===== src/hw/rtl/psv_pkg.sv =====
`default_nettype none
// -----------------------------------------------------------------------------
// psv_pkg
// Shared constants, codes and types of the plucked-string voice.
// -----------------------------------------------------------------------------
package psv_pkg;

   // Defaults of the top-level parameters
   localparam int DEPTH_DEF       = 4096;
   localparam int SAMPLE_BITS_DEF = 16;

   // Fixed field widths
   localparam int CMD_BITS  = 2;
   localparam int SR_BITS   = 18;
   localparam int FREQ_BITS = 19;
   localparam int AMP_BITS  = 16;
   localparam int LOSS_BITS = 16;

   // Reset values
   localparam int SR_RESET   = 44100;
   localparam int LOSS_RESET = 65339;   // 0.997 in Q0.16
   localparam int RESET_LEN  = 100;

   // Arithmetic constants
   localparam int MIN_LEN    = 8;
   localparam int NOISE_COEF = 29491;     // 0.45 in Q0.16
   localparam int LOSS_BASE  = 31920000;  // 0.9975 scaled, see loss formula
   localparam int LOSS_DIV   = 15625;
   localparam int LOSS_SHIFT = 5;         // times 32
   // 32*x/15625 == (x * LOSS_RECIP) >> LOSS_RECIP_SHIFT, exact for 25-bit x
   localparam int LOSS_RECIP       = 1125899907;  // ceil(2^44 / 15625)
   localparam int LOSS_RECIP_SHIFT = 39;

   // Divider
   localparam int DIV_BITS = 30;
   localparam int DSR_BITS = 19;
   localparam int DIV_CNT_BITS = $clog2(DIV_BITS);

   typedef enum logic [CMD_BITS-1:0] {
      CMD_TICK  = 2'd0,
      CMD_PLUCK = 2'd1,
      CMD_FILL  = 2'd2
   } psv_cmd_type;

   typedef enum logic [2:0] {
      ST_CLEAR,
      ST_IDLE,
      ST_TICK,
      ST_LEN_DIV
   } psv_state_type;

   typedef struct packed {
      logic                start;
      logic [DIV_BITS-1:0] dividend;
      logic [DSR_BITS-1:0] divisor;
   } psv_div_req_type;

   typedef struct packed {
      logic                done;
      logic [DIV_BITS-1:0] quotient;
   } psv_div_rsp_type;

endpackage

`default_nettype wire


===== src/hw/rtl/psv_div.sv =====
`default_nettype none
// -----------------------------------------------------------------------------
// psv_div
// Restoring divider, one quotient bit per cycle, used by the pluck setup.
// -----------------------------------------------------------------------------
module psv_div
   import psv_pkg::*;
(
   input  wire logic             clock,
   input  wire logic             reset,
   input  wire psv_div_req_type  div_req,
   output psv_div_rsp_type       div_rsp
);

   logic                    busy_ff, busy_in;
   logic                    done_ff, done_in;
   logic [DIV_CNT_BITS-1:0] cnt_ff, cnt_in;
   logic [DIV_BITS-1:0]     quo_ff, quo_in;
   logic [DSR_BITS-1:0]     rem_ff, rem_in;
   logic [DSR_BITS-1:0]     dsr_ff, dsr_in;
   logic [DSR_BITS:0]       rem_sh;
   logic [DSR_BITS:0]       rem_sub;
   logic                    ge;

   always_comb begin
      rem_sh  = {rem_ff, quo_ff[DIV_BITS-1]};
      ge      = rem_sh >= {1'b0, dsr_ff};
      rem_sub = rem_sh - {1'b0, dsr_ff};

      busy_in = busy_ff;
      done_in = 1'b0;
      cnt_in  = cnt_ff;
      quo_in  = quo_ff;
      rem_in  = rem_ff;
      dsr_in  = dsr_ff;
      if (div_req.start) begin
         busy_in = 1'b1;
         cnt_in  = DIV_CNT_BITS'(DIV_BITS - 1);
         quo_in  = div_req.dividend;
         rem_in  = '0;
         dsr_in  = div_req.divisor;
      end else if (busy_ff) begin
         // remainder stays below the divisor, so the top bit drops
         rem_in = ge ? rem_sub[DSR_BITS-1:0] : rem_sh[DSR_BITS-1:0];
         quo_in = {quo_ff[DIV_BITS-2:0], ge};
         if (cnt_ff == '0) begin
            busy_in = 1'b0;
            done_in = 1'b1;
         end else begin
            cnt_in = cnt_ff - 1'b1;
         end
      end
   end

   always_ff @(posedge clock) begin
      if (reset) begin
         busy_ff <= 1'b0;
         done_ff <= 1'b0;
      end else begin
         busy_ff <= busy_in;
         done_ff <= done_in;
      end
   end

   always_ff @(posedge clock) begin
      cnt_ff <= cnt_in;
      quo_ff <= quo_in;
      rem_ff <= rem_in;
      dsr_ff <= dsr_in;
   end

   assign div_rsp.done     = done_ff;
   assign div_rsp.quotient = quo_ff;

endmodule

`default_nettype wire


===== config.mk =====
export PLATFORM = sky130hd
export DESIGN_NAME = psv_div
export DESIGN_NICKNAME = d
export VERILOG_FILES = /design/src/hw/rtl/psv_pkg.sv /design/src/hw/rtl/psv_div.sv
export SDC_FILE = /design/constraint.sdc
export NUM_CORES = 1
export LEC_CHECK = 0
export ABC_AREA = 0
export BUFFER_PORTS_ARGS = -buffer_cell sky130_fd_sc_hd__buf_2
export CAP_MARGIN = 20
export CORE_MARGIN = 2
export CORE_UTILIZATION = 50
export DETAILED_ROUTE_END_ITERATION = 12
export HOLD_SLACK_MARGIN = 0.1
export PLACE_DENSITY = 0.77
export REMOVE_ABC_BUFFERS = 1
export SYNTH_ARGS = -nofsm -noshare
export SYNTH_HDL_FRONTEND = slang
export SYNTH_SLANG_ARGS = --single-unit

===== constraint.sdc =====
create_clock -name clock -period 2.5 [get_ports clock]
set_clock_uncertainty 0.1 [all_clocks]
set_input_delay 0.5 -clock clock [delete_from_list [all_inputs] [get_ports clock]]
set_output_delay 0.5 -clock clock [all_outputs]
set_load 0.05 [all_outputs]

Yosys cells after proc, flatten, opt, wreduce, memory -nomap -nowiden
Cells that the tools add are included.

storage, ports and cells
  register bits after elaboration = 75
  output and inout port bits = 31

operators by class
  bitwise operators = 2
  $add $sub $neg = 2
  $lt $le $gt $ge = 1
  reduce and logical (&&, ||, !) cells = 4
  mux-type cells = 7

operators by type and width
  cell                                                                 number
  30-bit two-way mux                                                   2
  20-bit by 19-bit >= comparator with 1-bit output                     1
  19-bit two-way mux                                                   1
  19-bit subtractor                                                    1
  5-bit zero test                                                      1
  5-bit by 1-bit subtractor with 5-bit output (second input constant)  1
  1-bit two-way mux                                                    4
  3-bit OR reduction                                                   1
  1-bit inverter                                                       2
  2-bit AND reduction                                                  1
  2-bit nonzero test                                                   1

Longest topological paths before layout
Gate-level depths: netlist of the first run.

  depth in word-level cells = 4
  gate-level depth with buffers = 12
  mapped depth without buffers = 10

Least setup slack after synthesis of the first run
No wires, ideal clock.

  path kind = reg2reg
  from = register quo_ff[29]
  to = register rem_ff[14]
  path slack = -0.453 ns
  required time = 2.340 ns
  arrival = 2.793 ns
  stages on the path, launching flop included = 12
  buffers on the path = 1
  path through = edfxtp_1 > inv_1 > ha_1 > fa_1 > nor2b_4 > o31a_1 > nand2b_1 > a31oi_2 > a22o_1 > buf_6 > or4b_1 > nand2_1

on the way
  cells in the longest elaborated chain, start to end = 2
  elaborated cells on any way between the ends = 3

RTL lines
  what                                                                                   RTL line                      text
  from (decl)                                                                            psv_div.sv:18                 logic [DIV_BITS-1:0] quo_ff, quo_in;
  from (signal assigned)                                                                 psv_div.sv:67                 quo_ff <= quo_in;
  19-bit subtractor or 20-bit by 19-bit >= comparator with 1-bit output (tied branches)  psv_div.sv:28, psv_div.sv:27
  19-bit two-way mux (*)                                                                 psv_div.sv:44                 rem_in = ge ? rem_sub[DSR_BITS-1:0] : rem_sh[DSR_BITS-1:0];
  to (signal assigned)                                                                   psv_div.sv:68                 rem_ff <= rem_in;
  to (decl)                                                                              psv_div.sv:19                 logic [DSR_BITS-1:0] rem_ff, rem_in;

Mark *: on every way between the ends. The rest lies on a longest branch, timed or not.
A chain may end at the register's enable or synchronous reset.

Final worst setup path of the first run
  from = register dsr_ff[0]
  to = register rem_ff[14]

on the way
  cells in the longest elaborated chain, start to end = 2
  elaborated cells on any way between the ends = 3

RTL lines
  what                                                                                   RTL line                      text
  from (decl)                                                                            psv_div.sv:20                 logic [DSR_BITS-1:0] dsr_ff, dsr_in;
  from (signal assigned)                                                                 psv_div.sv:69                 dsr_ff <= dsr_in;
  19-bit subtractor or 20-bit by 19-bit >= comparator with 1-bit output (tied branches)  psv_div.sv:28, psv_div.sv:27
  19-bit two-way mux (*)                                                                 psv_div.sv:44

Marked as above.

==> results of run 1 <==
## cell families after synthesis
group / after synthesis / share of synthesized area, %
XOR/XNOR: 17 / 3.73
adder cells (fa/ha/maj): 22 / 7.09
AO/OA/AOI/OAI: 78 / 13.3
buffers and inverters: 43 / 4.86
AND/OR/NAND/NOR: 87 / 10.3
flip-flops: 75 / 50.0
multiplexers: 39 / 10.8
## power breakdown
group          leakage (nW)  switching, mW  internal, mW
logic                  1.43          0.443         0.279
registers             0.700         0.0457          1.43
clock network        0.0988          0.526         0.387
## cell usage in the layout (no fill, tap or decap), types with 3 or more instances in the layout
cell type / synthesis / final
a32oi_1: 7 / 7
a21o_1: 3 / 3
edfxtp_1: 49 / 49
nand3_1: 8 / 8
clkbuf_8: 0 / 9
mux2_2: 31 / 31
a21oi_1: 17 / 16
nand4_1: 3 / 3
dfxtp_1: 26 / 26
xor2_1: 7 / 7
o21ai_0: 17 / 10
buf_2: 4 / 82
xnor2_1: 10 / 10
mux2i_1: 8 / 8
ha_1: 21 / 19
a31oi_1: 3 / 3
buf_4: 1 / 36
inv_6: 0 / 4
o21a_1: 6 / 6
nand2_1: 33 / 32
nor3_1: 5 / 5
nor2_1: 22 / 22
a211oi_1: 6 / 5
buf_12: 1 / 4
o21ai_1: 2 / 7
inv_1: 26 / 25
## final cells by class
type | instances | area (µm²)
Fill cell | 631 | 2620
Sequential cell | 75 | 1990
Multi-Input combinational cell | 243 | 1900
Timing Repair Buffer | 124 | 797
Tap cell | 102 | 128
Clock buffer | 9 | 124
Inverter | 26 | 97.6
Clock inverter | 7 | 62.6
## synthesized netlist by cell type (2+ instances only)
cell type / instances
a32oi_1: 7
o21ai_1: 2
nand2_1: 33
xnor2_1: 10
clkbuf_1: 6
nor2b_1: 2
mux2_2: 31
a31oi_1: 3
ha_1: 21
nor3_1: 5
a21o_1: 3
dfxtp_1: 26
o21bai_1: 2
buf_1: 4
o211ai_1: 2
a21oi_1: 17
buf_2: 4
a211o_1: 2
nor2_1: 22
a211oi_1: 6
nor4_1: 3
nand3_1: 8
nor3b_1: 2
nand2b_1: 2
o21a_1: 6
nand4_1: 3
o21ai_0: 17
inv_1: 26
edfxtp_1: 49
o31ai_1: 2
mux2i_1: 8
xor2_1: 7
## stage by stage
stage	instance area, µm²	worst slack [ns]	total power, mW	utilization, %
floorplan	3890	-0.731	1.95	-
global placement	4710	-0.131	2.16	61.0
detailed placement	4710	-0.183	2.18	61.0
CTS	4990	-0.113	3.11	64.6
global route	5100	-0.203	3.23	66.1
finish	5100	-0.0952	3.11	66.1
## per-layer routing
layer / track usage, % / share of wire (%) / wire, µm / vias to the layer above
met2: 34.2 / 47 / 4180 / 92
li1: - / - / - / 1556
met3: 5.24 / 6.6 / 583 / 16
met5: 0 / 0 / 0 / -
met1: 27.2 / 44 / 3930 / 1506
met4: 6.74 / 1.6 / 144 / 0
## worst max-delay path by stage
stage,to,slack [ns],cells after the start
2_1_floorplan,rem_ff[0]$_SDFFE_PP0P_,-0.73,10
3_3_place_gp,rem_ff[14]$_SDFFE_PP0P_,-0.13,11
3_5_place_dp,rem_ff[6]$_SDFFE_PP0P_,-0.18,12
4_1_cts,rem_ff[14]$_SDFFE_PP0P_,-0.11,10
5_1_grt,rem_ff[14]$_SDFFE_PP0P_,-0.20,9
6_report,rem_ff[14]$_SDFFE_PP0P_,-0.1,10
## timing repair
item                       in CTS  in global routing
setup endpoints to repair      18                 20
resized for setup              10                 18
cloned                          0                  1
setup buffers                   6                  4
pin swaps                      10                 13
## state kept, by name, indices dropped and copies added (netlist names)
signal and count:
quo_ff 30, rem_ff 19, cnt_ff 5, busy_ff 1, dsr_ff 19, done_ff 1
## worst reg2reg max path, delay by kind of cell, from the launching register on
kind / cells / cell delay, ns
and+or+nand+nor: 4 / 0.84
buffers and inverters: 1 / 0.15
DFF: 1 / 0.42
AOI/OAI and AO/OA: 3 / 0.49
adders and majority gates: 2 / 0.54
==> reports/qor.yml, run 1 <==
worst_setup_path:
  slowest_delay_ns: 0.51
  endpoint_kind: "register"
  worstSetupPathType: "register to register"
  crit_chain: "ha_4 -> fa_2 -> nor2b_4 -> o31a_1 -> nand2b_4 -> a31oi_4 -> a22o_4 -> clkbuf_16 -> or4b_4 -> nand2_2"
  r2r_start: "dsr_ff[0]$_DFFE_PP_"
  cp.required_ns: 2.72
  crit_family: "simple AND/OR/NAND/NOR gates"
  reg2reg_depth: 10
  slowest_stage: "or4b_4"
  crit_arrival_ns: 2.81
  worst-path-buf-inv: 1
  rr_endpoint: "rem_ff[14]$_SDFFE_PP0P_"
  ff2ff_setup_slack_ns: -0.1
  critical_path.max_fanout: 5
  startpoint_type: "register"
  startpoint: "dsr_ff[0]$_DFFE_PP_"
final_layout:
  drive_above_1_share_pct: 40.1
  diodes: 0
  syn_to_final_growth_pct: 28.0
  stdcell_count: 586
  nNetsFinal: 553
die:
  die_h_um: 93.3
  dieArea_um2: 8710
  io_pins: 83
  num_rows: 32
  die_w_um: 93.3
  coreArea_um2: 7730
  initial_core_util_pct: 51.6
global_routing:
  antenna_found_initial: 0
  grt_pass1_wl_um: 14200
  grt.total_usage_pct: 20.9
  overflow: 0
  grt_max_degree: 33
  grt_pass1_vias: 3113
synthesis:
  synthTopCellsByArea: "edfxtp_1 37%, dfxtp_1 13%, mux2_2 8.8%"
  ys_ff_latch: 75
  yosysTopAreaCell: "edfxtp_1"
  synthFlopType: "edfxtp_1"
  seq_area_frac_synth_pct: 50.0
  synth-edff-count: 49
  synthesis.area_um2: 3990
  synth_warnings: 0
  async_flop_share_pct: 0
  syn_inst: 361
  ys_types: 52
  yosysTopAreaCellShare_pct: 36.9
  syn_avg_cell_area_um2: 11.0
drt:
  wirelength_um: 8830
  dr.first_iter.drc_count: 215
  antenna_left: 0
  wl_per_cell_um: 15.1
  viasPerCell: 5.41
  drc: 0
  vias: 3170
  drtPass1Iterations: 4
place:
  hpwl_um: 6230
  dp_cells: 559
  io_buffers: 82
  place_congestion: 0.894
sta:
  slew_headroom_pct: 66.4
  min_period_ns: 2.60
  rsz0062_at_grt: "true"
  slew_viol_final: 0
  tightestPinTransition_ns: 0.498
  clock.fmax_mhz: 385
  timing.final.crit_share_pct: 104
  fin_ws_ns: -0.0952
  setup_viol: 5
  hold_viol_final: 0
  setup_tns_ns: -0.108
  whs_ns: 0.203
clock_network:
  cts_root_buf: "clkbuf_8"
  cts_hold_buf: 0
  clk_latency_ns: 0.36
  htree_levels: 3
  clockBufferDepth: 2
  cts.sinks: 75
  cts_buffers: 9
  cts_tree: "done"
  clkTransAtPathRegs_ns: 0.09
outcome:
  violations: "setup timing"
  status: "complete, but fails checks"
pwr:
  powerDensity_nw_per_um2: 609
  p_leak_nw: 2.23
  ir_worst_vdd_mv: 0.423
min_path:
  hp-start: "div_req[9]"
  hold_depth: 1
  hp-class: "input pin to register"
  min_to: "dsr_ff[9]$_DFFE_PP_"
run:
  maxCapViolations: 0
Note: power is estimated with default switching activity, not from simulation.
==> run 2, diff against run 1 <==
--- a/config.mk
+++ b/config.mk
@@ -14,6 +14,7 @@
 export HOLD_SLACK_MARGIN = 0.1
 export PLACE_DENSITY = 0.77
 export REMOVE_ABC_BUFFERS = 1
+export SETUP_SLACK_MARGIN = 0.5
 export SYNTH_ARGS = -nofsm -noshare
 export SYNTH_HDL_FRONTEND = slang
 export SYNTH_SLANG_ARGS = --single-unit
==> run 2 against run 1 <==
- the flow still finishes with violations (setup timing)
- utilization rose by 0.16 points
- first-iteration DRC count rose by 13%
- die area did not move
- count of clock-buffer cells in the layout did not move
- worst hold slack improved by 0.0021 ns
- final cell count did not move
- setup slack got worse by 0.0051 ns
- wire length did not move
- final area rose by 0.25%
- via count barely moved
- clock power barely moved
- fmax fell by 0.20%
- critical endpoint unchanged
- largest cell class unchanged
==> reports/qor.yml, run 2 (same netlist as run 1, synthesis figures left out) <==
sta:
  tightestPinTransition_ns: 0.491  # -0.00679 ns
  setup_viol: 5  # unchanged
  fin_ws_ns: -0.100  # -0.00514 ns
  whs_ns: 0.205  # +0.00205 ns
  slew_viol_final: 0  # unchanged
  min_period_ns: 2.60  # +0.00514 ns
  timing.final.crit_share_pct: 104  # +0.21 points
  hold_viol_final: 0  # unchanged
  slew_headroom_pct: 66.9  # +0.46 points
  clock.fmax_mhz: 385  # -0.20%
  rsz0062_at_grt: "true"
outcome:
  violations: "setup timing"
  status: "complete, but fails checks"
worst_setup_path:
  ff2ff_setup_slack_ns: -0.10  # about the same
  endpoint_kind: "register"
  critical_path.max_fanout: 5  # unchanged
  crit_chain: "ha_4 -> fa_2 -> nor2b_4 -> o31a_1 -> nand2b_4 -> a31oi_4 -> a22o_4 -> clkbuf_16 -> or4b_4 -> nand2_2"
  worstSetupPathType: "register to register"
  rr_endpoint: "rem_ff[14]$_SDFFE_PP0P_"
  r2r_start: "dsr_ff[0]$_DFFE_PP_"
  cp.required_ns: 2.71  # about the same
  reg2reg_depth: 10  # unchanged
  crit_arrival_ns: 2.81  # about the same
  startpoint_type: "register"
  worst-path-buf-inv: 1  # unchanged
  crit_family: "simple AND/OR/NAND/NOR gates"
  slowest_stage: "or4b_4"
  slowest_delay_ns: 0.51  # about the same
final_layout:
  drive_above_1_share_pct: 40.7  # +0.62 points
  final_common_cell: "buf_2"
  stdcell_count: 586  # unchanged
  multi_input_area_um2: 1910  # +0.46%
  largest_register_ffs: 30  # unchanged
  seq_area_um2: 1990  # unchanged
  fill_cells: 627  # -0.63%
  nNetsFinal: 553  # unchanged
  syn_to_final_growth_pct: 28.3
  layout_common_cells: "82 x buf_2, 49 x edfxtp_1, 35 x buf_4"
  top_regs: "quo_ff: 30 flops, dsr_ff: 19 flops, rem_ff: 19 flops"
  regMostFlops: "quo_ff"
  diodes: 0  # unchanged
drt:
  drtPass1Iterations: 4  # unchanged
  dr.first_iter.drc_count: 244  # +13%
  drc: 0  # unchanged
  wirelength_um: 8830  # unchanged
  vias: 3171  # +0.032%
  viasPerCell: 5.41  # about the same
  wl_per_cell_um: 15.1  # unchanged
  antenna_left: 0  # unchanged
die:
  io_pins: 83  # unchanged
  initial_core_util_pct: 51.6  # unchanged
  num_rows: 32  # unchanged
  dieArea_um2: 8710  # unchanged
  die_h_um: 93.3  # unchanged
  die_w_um: 93.3  # unchanged
  coreArea_um2: 7730  # unchanged
clock_network:
  clockBufferDepth: 2  # unchanged
  cts.sinks: 75  # unchanged
  cts_tree: "done"
  clk_latency_ns: 0.36  # about the same
  cts_root_buf: "clkbuf_8"
  cts_buffers: 9  # unchanged
  htree_levels: 3  # unchanged
  cts_hold_buf: 0  # unchanged
  clkTransAtPathRegs_ns: 0.09  # about the same
place:
  dp_cells: 559  # unchanged
  io_buffers: 82  # unchanged
  hpwl_um: 6230  # unchanged
  place_congestion: 0.894  # unchanged
global_routing:
  antenna_found_initial: 0  # unchanged
  grt_pass1_vias: 3112  # -0.032%
  grt_max_degree: 33  # unchanged
  grt_pass1_wl_um: 14100  # -0.24%
  overflow: 0  # unchanged
  grt.total_usage_pct: 20.8  # -0.086 points
pwr:
  powerDensity_nw_per_um2: 607  # -0.35%
  ir_worst_vdd_mv: 0.421  # -0.43%
  p_leak_nw: 2.24  # +0.16%
min_path:
  hp-class: "input pin to register"
  hold_depth: 1  # unchanged
  min_to: "dsr_ff[9]$_DFFE_PP_"
  hp-start: "div_req[9]"
run:
  maxCapViolations: 0  # unchanged
[run 2: cell counts in the layout (fill, tap and decap cells not counted)]
No cell type changed its count.
[run 2: worst max path at each step]
stage / startpoint / to / depth (start not counted)
finish: dsr_ff[0]$_DFFE_PP_ / rem_ff[14]$_SDFFE_PP0P_ / 10
global route: dsr_ff[9]$_DFFE_PP_ / rem_ff[14]$_SDFFE_PP0P_ / 9
CTS: dsr_ff[0]$_DFFE_PP_ / rem_ff[14]$_SDFFE_PP0P_ / 10
detailed placement: quo_ff[29]$_DFFE_PP_ / rem_ff[6]$_SDFFE_PP0P_ / 12
global placement: quo_ff[29]$_DFFE_PP_ / rem_ff[14]$_SDFFE_PP0P_ / 11
floorplan: quo_ff[29]$_DFFE_PP_ / rem_ff[0]$_SDFFE_PP0P_ / 10
[run 2: metrics by stage]
stage          TNS (ns)  utilization (%)  instance area (µm²)  worst slack [ns]  power, mW
3_5_place_dp      -1.25             61.0                 4710            -0.183       2.18
3_3_place_gp     -0.499             61.0                 4710            -0.131       2.16
5_1_grt           -1.73             66.2                 5120            -0.202       3.23
2_1_floorplan    -10.38                -                 3890            -0.731       1.95
4_1_cts          -0.409             64.6                 4990            -0.113       3.11
6_report         -0.141             66.2                 5120            -0.100       3.10
[run 2: power breakdown]
group	internal [mW]	total [mW]	switching (mW)	leakage, nW
clock	0.387	0.910	0.523	0.0988
sequential	1.43	1.47	0.0452	0.700
combinational	0.280	0.722	0.443	1.44
total	2.09	3.10	1.01	2.24
[run 2: repair_timing]
item | 4_1_cts | 5_1_grt
resized for setup | 18 | 16
gates cloned | 0 | 1
endpoints found under the setup margin | 20 | 20
setup buffers | 6 | 4
pin swaps | 10 | 15
[run 2: area by class of cell]
class                           instances  share of cell area [%]
Multi-Input combinational cell        243                    37.4
Clock inverter                          7                    1.22
Sequential cell                        75                    38.9
Clock buffer                            9                    2.42
Inverter                               26                    1.91
Tap cell                              102                    2.49
Timing Repair Buffer                  124                    15.6
[run 2: layer usage]
metal | vias up | track usage [%] | routed length, µm
li1 | 1554 | - | -
met1 | 1493 | 26.9 | 3790
met2 | 106 | 34.2 | 4200
met3 | 18 | 5.24 | 682
met4 | 0 | 6.74 | 155
met5 | - | 0 | 0
